<file path="src/hw/rtl/scf_pkg.sv">
`timescale 1ns / 1ps
// ----------------------------------------------------------------------------
// scf_pkg: shared types and constants of the speech command framer
// Item structs, frame byte codes, emit step codes and the header byte lookup.
// ----------------------------------------------------------------------------
package scf_pkg;

    localparam int unsigned MAX_PAYLOAD_DEF = 189;

    // Frame byte codes
    localparam logic [7:0] FRAME_START = 8'h7E;
    localparam logic [7:0] FRAME_ZERO  = 8'h00;
    localparam logic [7:0] FRAME_CMD   = 8'h01;
    localparam logic [7:0] FRAME_PARAM = 8'h03;
    localparam logic [7:0] FRAME_CODE  = 8'hE8;
    localparam logic [7:0] FRAME_END   = 8'hEF;
    localparam logic [7:0] LEN_OFFSET  = 8'd9;

    // Sum of the fixed summed header bytes (second byte through E8), length terms excluded
    localparam logic [7:0] HDR_SUM = 8'(FRAME_ZERO + LEN_OFFSET + FRAME_CMD + FRAME_ZERO
                                        + FRAME_PARAM + FRAME_PARAM + FRAME_CODE);

    // Emit step: position of a byte within a whole frame item
    typedef logic [3:0] step_t;

    localparam step_t STEP_SOF     = 4'd0;
    localparam step_t STEP_ZERO_A  = 4'd1;
    localparam step_t STEP_LEN9    = 4'd2;
    localparam step_t STEP_CMD     = 4'd3;
    localparam step_t STEP_ZERO_B  = 4'd4;
    localparam step_t STEP_PARAM_A = 4'd5;
    localparam step_t STEP_PARAM_B = 4'd6;
    localparam step_t STEP_CODE    = 4'd7;
    localparam step_t STEP_LEN     = 4'd8;
    localparam step_t STEP_DATA    = 4'd9;
    localparam step_t STEP_CHK     = 4'd10;
    localparam step_t STEP_EOF     = 4'd11;

    typedef struct packed {
        logic [7:0] payload_length;
        logic [7:0] payload_byte;
    } text_item_t;

    typedef struct packed {
        logic [7:0] frame_byte;
        logic       run_last;
        logic       frame_end;
    } frame_item_t;

    // What one accepted item has to emit
    typedef struct packed {
        logic       is_start;
        logic       has_data;
        logic       closes;
        logic [7:0] len;
        logic [7:0] data;
        logic [7:0] chk;
    } item_desc_t;

    function automatic logic [7:0] frame_byte_at(
        input step_t      step,
        input logic [7:0] len,
        input logic [7:0] data,
        input logic [7:0] chk
    );
        logic [7:0] b;
        unique case (step)
            STEP_SOF:     b = FRAME_START;
            STEP_ZERO_A:  b = FRAME_ZERO;
            STEP_LEN9:    b = 8'(len + LEN_OFFSET);
            STEP_CMD:     b = FRAME_CMD;
            STEP_ZERO_B:  b = FRAME_ZERO;
            STEP_PARAM_A: b = FRAME_PARAM;
            STEP_PARAM_B: b = FRAME_PARAM;
            STEP_CODE:    b = FRAME_CODE;
            STEP_LEN:     b = len;
            STEP_DATA:    b = data;
            STEP_CHK:     b = chk;
            STEP_EOF:     b = FRAME_END;
            default:      b = FRAME_ZERO;
        endcase
        return b;
    endfunction

endpackage

</file>
<file path="src/hw/rtl/speech_command_framer_top.sv">
`timescale 1ns / 1ps
// Path: an item's bytes pass from the item register through the output register to frame.
// Throughput: one frame byte per cycle while frame_stall is low; a mid-frame item
// emits its data byte, a frame-start item the header and its data byte (an empty
// frame has none), and a closing item also the checksum and end marker.
// Reset: rst_n async low; no frame open, checksum and byte count cleared.
// ----------------------------------------------------------------------------
// speech_command_framer_top: speech-module command frame builder
// Wraps a byte stream into frames: header, payload, checksum, end marker.
// ----------------------------------------------------------------------------
module speech_command_framer_top
    import scf_pkg::*;
#(
    parameter int unsigned MAX_PAYLOAD = MAX_PAYLOAD_DEF
)
(
    input  logic        clk,
    input  logic        rst_n,
    input  logic        text_valid,
    output logic        text_stall,
    input  text_item_t  text,
    output logic        frame_valid,
    input  logic        frame_stall,
    output frame_item_t frame
);

    // Frame state, updated as each item is accepted
    logic       in_frame_reg;
    logic       in_frame_next;
    logic [7:0] bytes_left_reg;
    logic [7:0] bytes_left_next;
    logic [7:0] running_sum_reg;
    logic [7:0] running_sum_next;

    logic       busy;
    logic       accept;
    logic [7:0] len_sat;
    logic [7:0] left_after;
    item_desc_t desc;

    assign text_stall = busy;
    assign accept     = text_valid && !busy;

    // Length is only sampled on a frame's first item and clamps to the max
    assign len_sat = (text.payload_length > 8'(MAX_PAYLOAD)) ? 8'(MAX_PAYLOAD)
                                                             : text.payload_length;

    // Build the item's descriptor. The checksum is fully known at accept:
    // header contributes HDR_SUM plus the length byte twice (len+9 and len),
    // then the data byte is added when present.
    always_comb
    begin
        desc       = '0;
        left_after = 8'd0;
        desc.data  = text.payload_byte;
        if (!in_frame_reg)
        begin
            desc.is_start = 1'b1;
            desc.len      = len_sat;
            desc.has_data = (len_sat != 8'd0);
            desc.chk      = 8'(HDR_SUM + len_sat + len_sat
                               + (desc.has_data ? text.payload_byte : 8'd0));
            left_after    = desc.has_data ? 8'(len_sat - 8'd1) : 8'd0;
        end
        else
        begin
            desc.is_start = 1'b0;
            desc.len      = 8'd0;
            desc.has_data = 1'b1;
            desc.chk      = 8'(running_sum_reg + text.payload_byte);
            // open frame with nothing left still closes after this byte
            left_after    = (bytes_left_reg != 8'd0) ? 8'(bytes_left_reg - 8'd1) : 8'd0;
        end
        desc.closes = (left_after == 8'd0);

        in_frame_next    = in_frame_reg;
        bytes_left_next  = bytes_left_reg;
        running_sum_next = running_sum_reg;
        if (accept)
        begin
            in_frame_next    = !desc.closes;
            bytes_left_next  = left_after;
            running_sum_next = desc.closes ? 8'd0 : desc.chk;
        end
    end

    always_ff @(posedge clk or negedge rst_n)
    begin
        if (!rst_n)
        begin
            in_frame_reg    <= 1'b0;
            bytes_left_reg  <= 8'd0;
            running_sum_reg <= 8'd0;
        end
        else
        begin
            in_frame_reg    <= in_frame_next;
            bytes_left_reg  <= bytes_left_next;
            running_sum_reg <= running_sum_next;
        end
    end

    scf_emitter u_emitter (
        .clk         (clk),
        .rst_n       (rst_n),
        .load        (accept),
        .desc        (desc),
        .busy        (busy),
        .frame_valid (frame_valid),
        .frame_stall (frame_stall),
        .frame       (frame)
    );

`ifndef ASSERT_OFF
    a_open_has_left: assert property (@(posedge clk) disable iff (!rst_n)
        in_frame_reg |-> (bytes_left_reg != 8'd0))
        else $error("open frame with no bytes left");

    a_closed_clear: assert property (@(posedge clk) disable iff (!rst_n)
        !in_frame_reg |-> (bytes_left_reg == 8'd0 && running_sum_reg == 8'd0))
        else $error("closed frame with stale count or sum");

    a_left_bound: assert property (@(posedge clk) disable iff (!rst_n)
        bytes_left_reg < 8'(MAX_PAYLOAD))
        else $error("bytes left exceeds max payload");
`endif

endmodule

</file>
<file path="src/hw/rtl/scf_emitter.sv">
`timescale 1ns / 1ps
// ----------------------------------------------------------------------------
// scf_emitter: item register, step counter and output register
// Holds one item descriptor and walks its bytes out, one per cycle unless stalled.
// ----------------------------------------------------------------------------
module scf_emitter
    import scf_pkg::*;
(
    input  logic        clk,
    input  logic        rst_n,
    input  logic        load,
    input  item_desc_t  desc,
    output logic        busy,
    output logic        frame_valid,
    input  logic        frame_stall,
    output frame_item_t frame
);

    logic        item_valid_reg;
    logic        item_valid_next;
    item_desc_t  item_reg;
    step_t       step_reg;
    step_t       step_next;
    step_t       last_step;
    logic        out_valid_reg;
    frame_item_t out_reg;
    logic        out_adv;
    logic        emitting;
    logic        item_done;

    assign out_adv   = !out_valid_reg || !frame_stall;
    assign emitting  = item_valid_reg && out_adv;
    assign last_step = item_reg.closes ? STEP_EOF : STEP_DATA;
    assign item_done = emitting && (step_reg == last_step);
    assign busy      = item_valid_reg && !item_done;

    always_comb
    begin
        item_valid_next = item_valid_reg;
        step_next       = step_reg;
        if (load)
        begin
            item_valid_next = 1'b1;
            step_next       = desc.is_start ? STEP_SOF : STEP_DATA;
        end
        else if (emitting)
        begin
            if (item_done)
                item_valid_next = 1'b0;
            // zero-length frame has no data byte
            if (step_reg == STEP_LEN && !item_reg.has_data)
                step_next = STEP_CHK;
            else
                step_next = 4'(step_reg + 4'd1);
        end
    end

    always_ff @(posedge clk or negedge rst_n)
    begin
        if (!rst_n)
        begin
            item_valid_reg <= 1'b0;
            step_reg       <= STEP_SOF;
            out_valid_reg  <= 1'b0;
        end
        else
        begin
            item_valid_reg <= item_valid_next;
            step_reg       <= step_next;
            if (out_adv)
                out_valid_reg <= item_valid_reg;
        end
    end

    always_ff @(posedge clk)
    begin
        if (load)
            item_reg <= desc;
        if (emitting)
        begin
            out_reg.frame_byte <= frame_byte_at(step_reg, item_reg.len,
                                                item_reg.data, item_reg.chk);
            out_reg.run_last   <= (step_reg == last_step);
            out_reg.frame_end  <= (step_reg == STEP_EOF);
        end
    end

    assign frame_valid = out_valid_reg;
    assign frame       = out_reg;

`ifndef ASSERT_OFF
    a_step_bound: assert property (@(posedge clk) disable iff (!rst_n)
        item_valid_reg |-> (step_reg <= last_step))
        else $error("step past last byte of item");

    a_end_is_last: assert property (@(posedge clk) disable iff (!rst_n)
        (out_valid_reg && out_reg.frame_end) |-> out_reg.run_last)
        else $error("end marker not last byte of item");

    a_start_step: assert property (@(posedge clk) disable iff (!rst_n)
        (load && desc.is_start) |=> (step_reg == STEP_SOF))
        else $error("frame start item not at header start");

    a_no_data_skip: assert property (@(posedge clk) disable iff (!rst_n)
        (item_valid_reg && !item_reg.has_data) |-> (step_reg != STEP_DATA))
        else $error("empty frame emitting a data byte");

    a_load_when_free: assert property (@(posedge clk) disable iff (!rst_n)
        load |-> !busy)
        else $error("item loaded over a pending item");
`endif

endmodule

</file>
<file path="config.mk">
export PLATFORM = sky130hd
export DESIGN_NAME = speech_command_framer_top
export DESIGN_NICKNAME = d
export VERILOG_FILES = /design/src/hw/rtl/scf_pkg.sv /design/src/hw/rtl/speech_command_framer_top.sv /design/src/hw/rtl/scf_emitter.sv
export SDC_FILE = /design/constraint.sdc
export NUM_CORES = 1
export LEC_CHECK = 0
export BUFFER_PORTS_ARGS = -buffer_cell sky130_fd_sc_hd__clkbuf_2
export CAP_MARGIN = 20
export CORE_MARGIN = 2
export CORE_UTILIZATION = 52
export CTS_BUF_LIST = sky130_fd_sc_hd__clkbuf_8 sky130_fd_sc_hd__clkbuf_16
export CTS_CLUSTER_SIZE = 24
export DETAILED_ROUTE_END_ITERATION = 8
export GPL_ROUTABILITY_DRIVEN = 0
export PLACE_DENSITY = 0.71
export SLEW_MARGIN = 20
export SYNTH_ARGS = -nofsm -noshare
export SYNTH_HDL_FRONTEND = slang
export SYNTH_SLANG_ARGS = --single-unit
</file>
<file path="constraint.sdc">
create_clock -name clk -period 3.27 [get_ports clk]
set_input_delay 0.981 -clock clk [delete_from_list [all_inputs] [get_ports clk]]
set_output_delay 0.981 -clock clk [all_outputs]
set_load 0.01 [all_outputs]
</file>
# Word level (Yosys, flattened, before mapping)
# Cells that the tools add are included.
dict set report classes {
  add_sub_neg 8
  order_cmp 1
  n_eq_ne 10
  mux 17
  reduce_logical 20
}
# op count
set ops {}
lappend ops {{$pmux W8 S9} 1}
lappend ops {{$mux W8} 7}
lappend ops {{$add A8 B8 Y8} 3}
lappend ops {{$eq A4 B4 Y1 const B} 4}
lappend ops {{$mux W4} 4}
lappend ops {{$reduce_bool A8 Y1} 2}
lappend ops {{$sub A8 B1 Y8 const B} 2}
lappend ops {{$eq A4 B3 Y1 const B} 3}
lappend ops {{$add A8 B4 Y8 const B} 1}
lappend ops {{$add A8 B8 Y8 const A} 1}
lappend ops {{$eq A4 B2 Y1 const B} 2}
lappend ops {{$gt A8 B8 Y1 const B} 1}
lappend ops {{$logic_not A8 Y1} 1}
lappend ops {{$logic_not A1 Y1} 6}
lappend ops {{$logic_and A1 B1 Y1} 5}
lappend ops {{$add A4 B1 Y4 const B} 1}
lappend ops {{$eq A4 B4 Y1} 1}
lappend ops {{$logic_not A4 Y1} 1}
lappend ops {{$mux W2} 2}
lappend ops {{$reduce_bool A2 Y1} 2}
lappend ops {{$mux W1} 3}
lappend ops {{$reduce_and A2 Y1} 1}
lappend ops {{$reduce_or A2 Y1} 1}
lappend ops {{$logic_or A1 B1 Y1} 1}
dict set report word_totals {
  register_bits 59
  in_bits 20
  output_inout_bits 12
}

# Depth between registers and ports, before layout
# Gate-level depths: netlist (run 1).
dict set report depth {
  word_depth 10
  ltp_mapped 20
  ltp_nobuf 18
}

# Modules after synthesis
# A second synthesis (run 1) with hierarchy kept.
dict set report hier_totals {
  cells_unflattened 372
  hier_area_um2 3838.7
}
# module n_inst cells_per_inst area_per_inst_um2 seq_area_each_um2
set modules_own_cells {}
lappend modules_own_cells {speech_command_framer_top 1 245 1999.4 425.4}
lappend modules_own_cells {scf_emitter 1 127 1839.3 1231.2}

# Worst setup path before layout (run 1)
# OpenSTA, ideal clock, no wires.
dict set report synth_timing {
  kind {input to register}
  start {input text[15] (netlist name)}
  end {register running_sum_reg[6]}
  arrival_time_ns 4.110
  required_time_ns 3.149
  setup_slack_ns -0.961
  cell_stages 20
  cell_sequence {clkbuf_2 > nand4_1 > o21ai_0 > inv_1 > nand2_1 > ha_1 > or2b_1 > or3_1 > clkbuf_1 > and2_1 > ha_1 > ha_1 > inv_1 > fa_1 > inv_1 > a21o_1 > a21oi_1 > xor2_1 > mux2i_1 > a22o_1}
}
# element line_no
set synth_lines {}
lappend synth_lines {{start, declared} speech_command_framer_top.sv:21} ;# input text_item_t text,
lappend synth_lines {{end signal, assigned} speech_command_framer_top.sv:99} ;# running_sum_reg <= running_sum_next;
lappend synth_lines {{end, declared} speech_command_framer_top.sv:32} ;# logic [7:0] running_sum_reg;

==> impl_metrics.csv, run 1 <==
group,metric,value,unit
timing,setup_tns,-3.00,ns
power,leakagePower,0.00194,uW
timing,finalHoldViolCount,0,
power,peakVddDrop,0.000274,V
floorplan,die_area,7940,um^2
clock_tree,cts.sinks,59,
timing,fin_hold_ws,0.479,ns
timing,max_freq,0.268,GHz
finish,regArea,1660,um^2
worst_setup_path,critPathKind,"primary input to flop",
drt,first_iter_violations,143,
worst_setup_path,worstPathArrival,3.96,ns
power,pwr-share-clk,17.0,%
synthesis,synth-edff-count,36,
synthesis,yosys_warnings,0,
grt,grt_max_degree,39,
synthesis,synthCells,378,
floorplan,die_h,89.1,um
clock_tree,cts_tree,"done",
drt,drc,0,
worst_setup_path,cp-end-kind,"flop",
timing,relSlewSlack,59.1,%
grt,antenna_found_initial,0,
floorplan,io-pin-count,32,
clock_tree,cts_made_buffers,9,
status,violations,"setup timing",
worst_setup_path,worst_ep_required_time,3.50,ns
synthesis,async_flop_share,39.0,%
grt,overflow,0,
finish,stdcell_count,544,
finish,largest_reg_flops,26,
finish,final_common_cell,"edfxtp_1",
power,powerDensity,776,nW/um^2
floorplan,start_util,52.8,%
drt,drt_first_pass_iters,5,
finish,antenna_cells,0,
clock_tree,cts_root_buf,"clkbuf_8",
synthesis,synth_ff_type,"edfxtp_1",
finish,layout_common_cells,"edfxtp_1, nand2_1, buf_4",
drt,avgViaCountPerCell,5.64,
worst_setup_path,cp-start-kind,"primary input",
synthesis,synthDistinctLibCells,61,
drt,wl_per_cell,15.4,um
finish,multiInputGateArea,2070,um^2
finish,syn_to_final_growth,21.7,%
grt,grt_usage,23.0,%
finish,fillerInstances,588,
timing,finClkSkew,0.00478,ns
timing,setup_ws,-0.461,ns
status,status,"complete, but fails checks",
worst_setup_path,worstPathMaxFanout,6,
timing,slew_viol_final,0,
grt,first_global_vias,2898,
synthesis,synthesis.area,3760,um^2
floorplan,core_area,7140,um^2
finish,nets,489,
timing,worst_pin_slew,0.613,ns
drt,routed_wl,8390,um
finish,drive_gt1_share,25.2,%
drt,vias,3070,
grt,grt_pass1_wl,13900,um
floorplan,die_x,89.1,um
clock_tree,clockBufferDepth,2,
power,pwr-share-seq,36.9,%
timing,fin_crit,3.73,ns
clock_tree,cts-hold-fix-buffers,0,
place,port_buffers,31,
run,drv_cap,0,
place,placed_cells,524,
synthesis,syn_area_per_cell,9.96,um^2
clock_tree,cts.clk_slew.worst_paths,0.06,ns
clock_tree,htree_levels,3,
power,p_sw_share,39.7,%
synthesis,synth_seq_cells,59,
hold_path,hold_path.class,"flop to flop",
drt,ant_nets,0,
timing,setup_viol,10,
synthesis,syn_nets,426,
clock_tree,insertion_delay,0.34,ns
place,place_ws,-0.922,ns
power,p_int,2140,uW
synthesis,yosysSeqAreaShare,44.0,%
timing,rsz0062_at_grt,"yes",
timing,fin_crit_sh,114,%
place,dp_hpwl,6250,um
floorplan,num_rows,31,
power,pwr-share-comb,46.1,%
power,switching_power,1410,uW
[synthesized netlist by cell type (4+ instances only)]
cell	count	area, um^2
ha_1	26	325
xor2_1	11	96.3
nor3_1	7	35.0
a31oi_1	5	31.3
o22ai_1	6	37.5
and2_1	4	25.0
a21oi_1	23	115
inv_1	23	86.3
nand2_1	35	131
nor2_1	32	120
a21o_1	6	45.0
dfrtp_1	23	576
a211oi_1	6	45.0
a22o_1	6	52.6
edfxtp_1	36	1080
clkbuf_1	9	33.8
nand2b_1	4	25.0
xnor2_1	12	105
o21ai_0	32	160
[timing repair]
item	4_1_cts	5_1_grt
buffers inserted	3	2
pin swaps	11	14
gates resized for setup	6	12
endpoints found under the setup margin	11	11
[routing by layer]
layer,global-route usage (%),vias up,wire [um]
met5,0,-,0
met4,10.7,0,187
met3,3.97,19,403
met2,35.5,80,3930
met1,31.6,1461,3870
li1,-,1510,-
[kinds of logic (layout without fill, tap and decap cells)]
| logic type | Yosys count | in the layout | synth area share (%) |
|---|---|---|---|
| compound gates | 116 | 116 | 21.4 |
| simple gates | 108 | 108 | 13.8 |
| flops | 59 | 59 | 44.0 |
| buf+inv | 40 | 107 | 4.62 |
| fa+ha+maj | 28 | 28 | 9.70 |
| xor+xnor | 23 | 23 | 5.35 |
| mux | 4 | 4 | 1.13 |
[cell type report]
type                            instances  share of cell area (%)
Inverter                               27                    2.27
Sequential cell                        59                    36.2
Tap cell                               99                    2.70
Timing Repair Buffer                   65                    9.94
Multi-Input combinational cell        279                    45.1
Clock inverter                          6                    1.09
Clock buffer                            9                    2.70
[final timing paths]
kind | start | depth (start not counted) | to | slack, ns
hold / removal | u_emitter.item_valid_reg | 2 | u_emitter.frame_valid | 0.48
min in group asynchronous | rst_n | 1 | running_sum_reg[2] | 0.64
setup / recovery | text[15] | 19 | running_sum_reg[6] | -0.46
hold reg to reg | u_emitter.item_valid_reg | 2 | u_emitter.frame_valid | 0.48
max in group asynchronous | rst_n | 1 | u_emitter.step_reg[2] | 2.22
setup reg to reg | bytes_left_reg[0] | 8 | running_sum_reg[3] | 0.73
[worst max-delay path, stage by stage]
cell and delay, ns:
buf_8 0.10, nand2_1 0.11, o21ai_2 0.08, buf_4 0.14, nor2_4 0.10, ha_4 0.12, or2b_1 0.24, or3_4 0.42
and2_4 0.16, ha_4 0.26, ha_4 0.14, inv_2 0.04, fa_2 0.38, inv_2 0.05, a21o_1 0.12, a21oi_2 0.05
xor2_1 0.14, mux2i_1 0.11, a22o_1 0.20
[per-stage QoR]
step,total power [uW],util (%),cell area [um^2]
2_1_floorplan,2490,-,3870
3_3_place_gp,2860,60.0,4280
4_1_cts,3530,63.2,4510
5_1_grt,3840,64.2,4580
3_5_place_dp,2910,60.0,4280
6_report,3550,64.2,4580
[power by group through the flow]
stage	registers, uW	logic [uW]	clock network, uW
floorplan	1260	1230	0
global placement	1310	1550	0
detailed placement	1320	1590	0
CTS	1310	1610	616
global route	1350	1840	645
finish	1310	1640	606
(Power assumes the default switching activity.)
==> run 2: changes to the inputs <==
--- a/config.mk
+++ b/config.mk
@@ -5,6 +5,7 @@
 export SDC_FILE = /design/constraint.sdc
 export NUM_CORES = 1
 export LEC_CHECK = 0
+export ABC_AREA = 1
 export BUFFER_PORTS_ARGS = -buffer_cell sky130_fd_sc_hd__clkbuf_2
 export CAP_MARGIN = 20
 export CORE_MARGIN = 2
==> impl_metrics.csv, run 2 <==
group,metric,value,unit
worst_setup_path,critPathKind,"primary input to flop",
timing,fin_crit,3.46,ns
finish,layout_common_cells,"nand2_1, nor2_1, buf_4",
clock_tree,cts.clk_slew.worst_paths,0.07,ns
worst_setup_path,worst_ep_required_time,3.35,ns
synthesis,yosys_warnings,0,
drt,vias,3478,
place,dp_hpwl,6450,um
power,peakVddDrop,0.000447,V
synthesis,yosysTopAreaCell,"edfxtp_1",
clock_tree,clockBufferDepth,2,
finish,antenna_cells,0,
worst_setup_path,cp_cell_sequence,"buf_8 -> nand3_4 -> o21bai_4 -> nand2_4 -> inv_4 -> nor2_4 -> ha_4 -> nand2_4 -> nor3_4 -> nand4_4 -> buf_12 -> nand2_2 -> ha_4 -> inv_1 -> ha_4 -> nand2_2 -> inv_2 -> nand4_1 -> nand3_2 -> xor2_1 -> nand2_1 -> nand2_1 -> o22ai_2",
synthesis,synth_top_area_share,28.3,%
finish,stdcell_count,646,
clock_tree,cts_root_buf,"clkbuf_8",
clock_tree,cts_tree,"done",
worst_setup_path,cp_top_family,"simple AND/OR/NAND/NOR gates",
timing,relSlewSlack,55.5,%
synthesis,synthDistinctLibCells,40,
worst_setup_path,slowest_delay,0.28,ns
synthesis,synth_area_leaders,"edfxtp_1, dfrtp_1, nand2_1, ha_1, inv_1",
floorplan,core_area,7180,um^2
grt,first_global_vias,3409,
worst_setup_path,worst-path-buf-inv,5,
grt,grt_usage,23.4,%
finish,largest_reg_flops,26,
drt,drt_first_pass_iters,5,
place,port_buffers,31,
timing,max_freq,0.289,GHz
floorplan,start_util,53.3,%
drt,routed_wl,9690,um
place,placed_cells,608,
drt,first_iter_violations,310,
floorplan,die_area,8060,um^2
grt,grt_pass1_wl,15400,um
floorplan,die_x,89.8,um
power,leakagePower,0.00233,uW
synthesis,syn_area_per_cell,8.40,um^2
worst_setup_path,cp-end-kind,"flop",
worst_setup_path,crit_path_frequent_cell,"ha_4",
power,pwr-share-clk,19.6,%
status,status,"complete, but fails checks",
finish,drive_gt1_share,33.6,%
power,p_int,2190,uW
finish,final_common_cell,"nand2_1",
timing,slew_viol_final,0,
hold_path,hold_path.class,"flop to flop",
power,pwr-share-seq,33.1,%
power,pwr-share-comb,47.3,%
synthesis,yosysSeqAreaShare,43.3,%
synthesis,synthesis.area,3820,um^2
grt,overflow,0,
status,violations,"setup timing",
drt,ant_nets,0,
synthesis,syn_nets,503,
synthesis,synth-edff-count,36,
floorplan,io-pin-count,32,
power,p_sw_share,41.0,%
synthesis,synth_seq_cells,59,
clock_tree,cts.sinks,59,
timing,setup_ws,-0.188,ns
finish,syn_to_final_growth,32.2,%
power,switching_power,1520,uW
clock_tree,htree_levels,3,
worst_setup_path,worstPathMaxFanout,5,
timing,rsz0062_at_grt,"yes",
drt,drc,0,
finish,nets,590,
grt,grt_max_degree,31,
timing,setup_viol,8,
synthesis,synth_ff_type,"edfxtp_1",
synthesis,synthTopCellsByCount,"nand2_1, inv_1, nor2_1, edfxtp_1, nand3_1",
place,place_ws,-0.494,ns
synthesis,synth_most_common_cell,"nand2_1",
synthesis,synthCells,455,
timing,finalHoldViolCount,0,
drt,avgViaCountPerCell,5.38,
floorplan,die_h,89.8,um
power,powerDensity,735,nW/um^2
grt,antenna_found_initial,0,
worst_setup_path,cp-start-kind,"primary input",
run,drv_cap,0,
synthesis,async_flop_share,39.0,%
floorplan,num_rows,31,
timing,worst_pin_slew,0.667,ns
worst_setup_path,crit_slowest_cell,"ha_4",
drt,wl_per_cell,15.0,um
clock_tree,insertion_delay,0.34,ns
timing,fin_crit_sh,106,%
worst_setup_path,worstPathArrival,3.54,ns
finish,fillerInstances,516,
clock_tree,cts_made_buffers,9,
timing,finClkSkew,0.0101,ns
==> run 2: cell types whose count changed after synthesis, moves of 5 or more <==
| cell | change |
|---|---|
| inv_2 | +9 |
| a21oi_1 | -6 |
| nand3_2 | +8 |
| clkbuf_1 | -6 |
| inv_1 | +30 |
| nand2_1 | +78 |
| a211oi_1 | -5 |
| o21ai_0 | -18 |
| nand3_1 | +27 |
| nor2_1 | +18 |
| a22o_1 | -6 |
| a21o_1 | -6 |
| xnor2_1 | -8 |
==> run 2: per-layer routing <==
metal	vias to the layer above	GRT usage (%)	wire [um]
li1	1688	-	-
met1	1623	29.8	4030
met2	136	38.9	4820
met3	31	4.95	516
met4	0	10.0	325
met5	-	0	0
==> run 2: per-stage QoR <==
stage / TNS, ns / instance area [um^2] / hold slack (ns) / utilization (%) / total power (uW)
4_1_cts: -0.301 / 4770 / 0.497 / 66.4 / 3620
5_1_grt: -2.49 / 5050 / 0.519 / 70.4 / 4010
6_report: -0.860 / 5050 / 0.498 / 70.4 / 3720
3_3_place_gp: -3.31 / 4370 / 0.468 / 61.0 / 2810
2_1_floorplan: -3.36 / 3890 / 0.453 / - / 2430
3_5_place_dp: -4.19 / 4370 / 0.476 / 61.0 / 2860
==> run 2: final timing paths <==
| path | start | to | slack, ns | cells after the start |
|---|---|---|---|---|
| setup / recovery | text[9] | u_emitter.item_reg[7] | -0.19 | 23 |
| hold / removal | running_sum_reg[6] | running_sum_reg[6] | 0.50 | 2 |
| setup reg to reg | bytes_left_reg[0] | running_sum_reg[7] | 1.04 | 15 |
| hold reg to reg | running_sum_reg[6] | running_sum_reg[6] | 0.50 | 2 |
| max in group asynchronous | rst_n | bytes_left_reg[5] | 2.17 | 1 |
| min in group asynchronous | rst_n | running_sum_reg[6] | 0.66 | 1 |
==> run 2: cells by family after synthesis <==
| logic type | count (synthesis) | share of synthesized area [%] |
|---|---|---|
| mux | 1 | 0.262 |
| xor+xnor | 15 | 3.44 |
| simple gates | 218 | 25.8 |
| compound gates | 62 | 10.2 |
| fa+ha+maj | 28 | 9.55 |
| flops | 59 | 43.3 |
| buf+inv | 72 | 7.36 |
==> run 2: timing repair <==
action / CTS / global route
gates resized for setup: 12 / 52
setup buffers: 16 / 6
pin swaps: 7 / 37
endpoints found under the hold margin: 0 / 0
hold buffers: 0 / 0
setup endpoints to repair: 8 / 10
==> run 2: area by class of cell <==
type                    instances  area, um^2  share of cell area (%)
clock buffers                   9         124                    2.45
multi-input cells             324        2200                    43.5
clock inverters                 7        93.8                    1.86
repair buffers                 83         604                    12.0
flip-flops and latches         59        1660                    32.8
well taps                      99         124                    2.45
inverters                      65         253                    5.00
==> run 2: tightest hold or removal path: cells and delay by family, from the launching register on <==
family        cells  cell delay [ns]
simple gates      2             0.11
flops             1             0.36
==> run 2: power by group through the flow <==
stage	combinational [uW]	sequential, uW	clock (uW)
6_report	1760	1230	730
5_1_grt	1980	1260	776
4_1_cts	1650	1230	739
3_5_place_dp	1620	1240	0
3_3_place_gp	1580	1230	0
2_1_floorplan	1190	1240	0
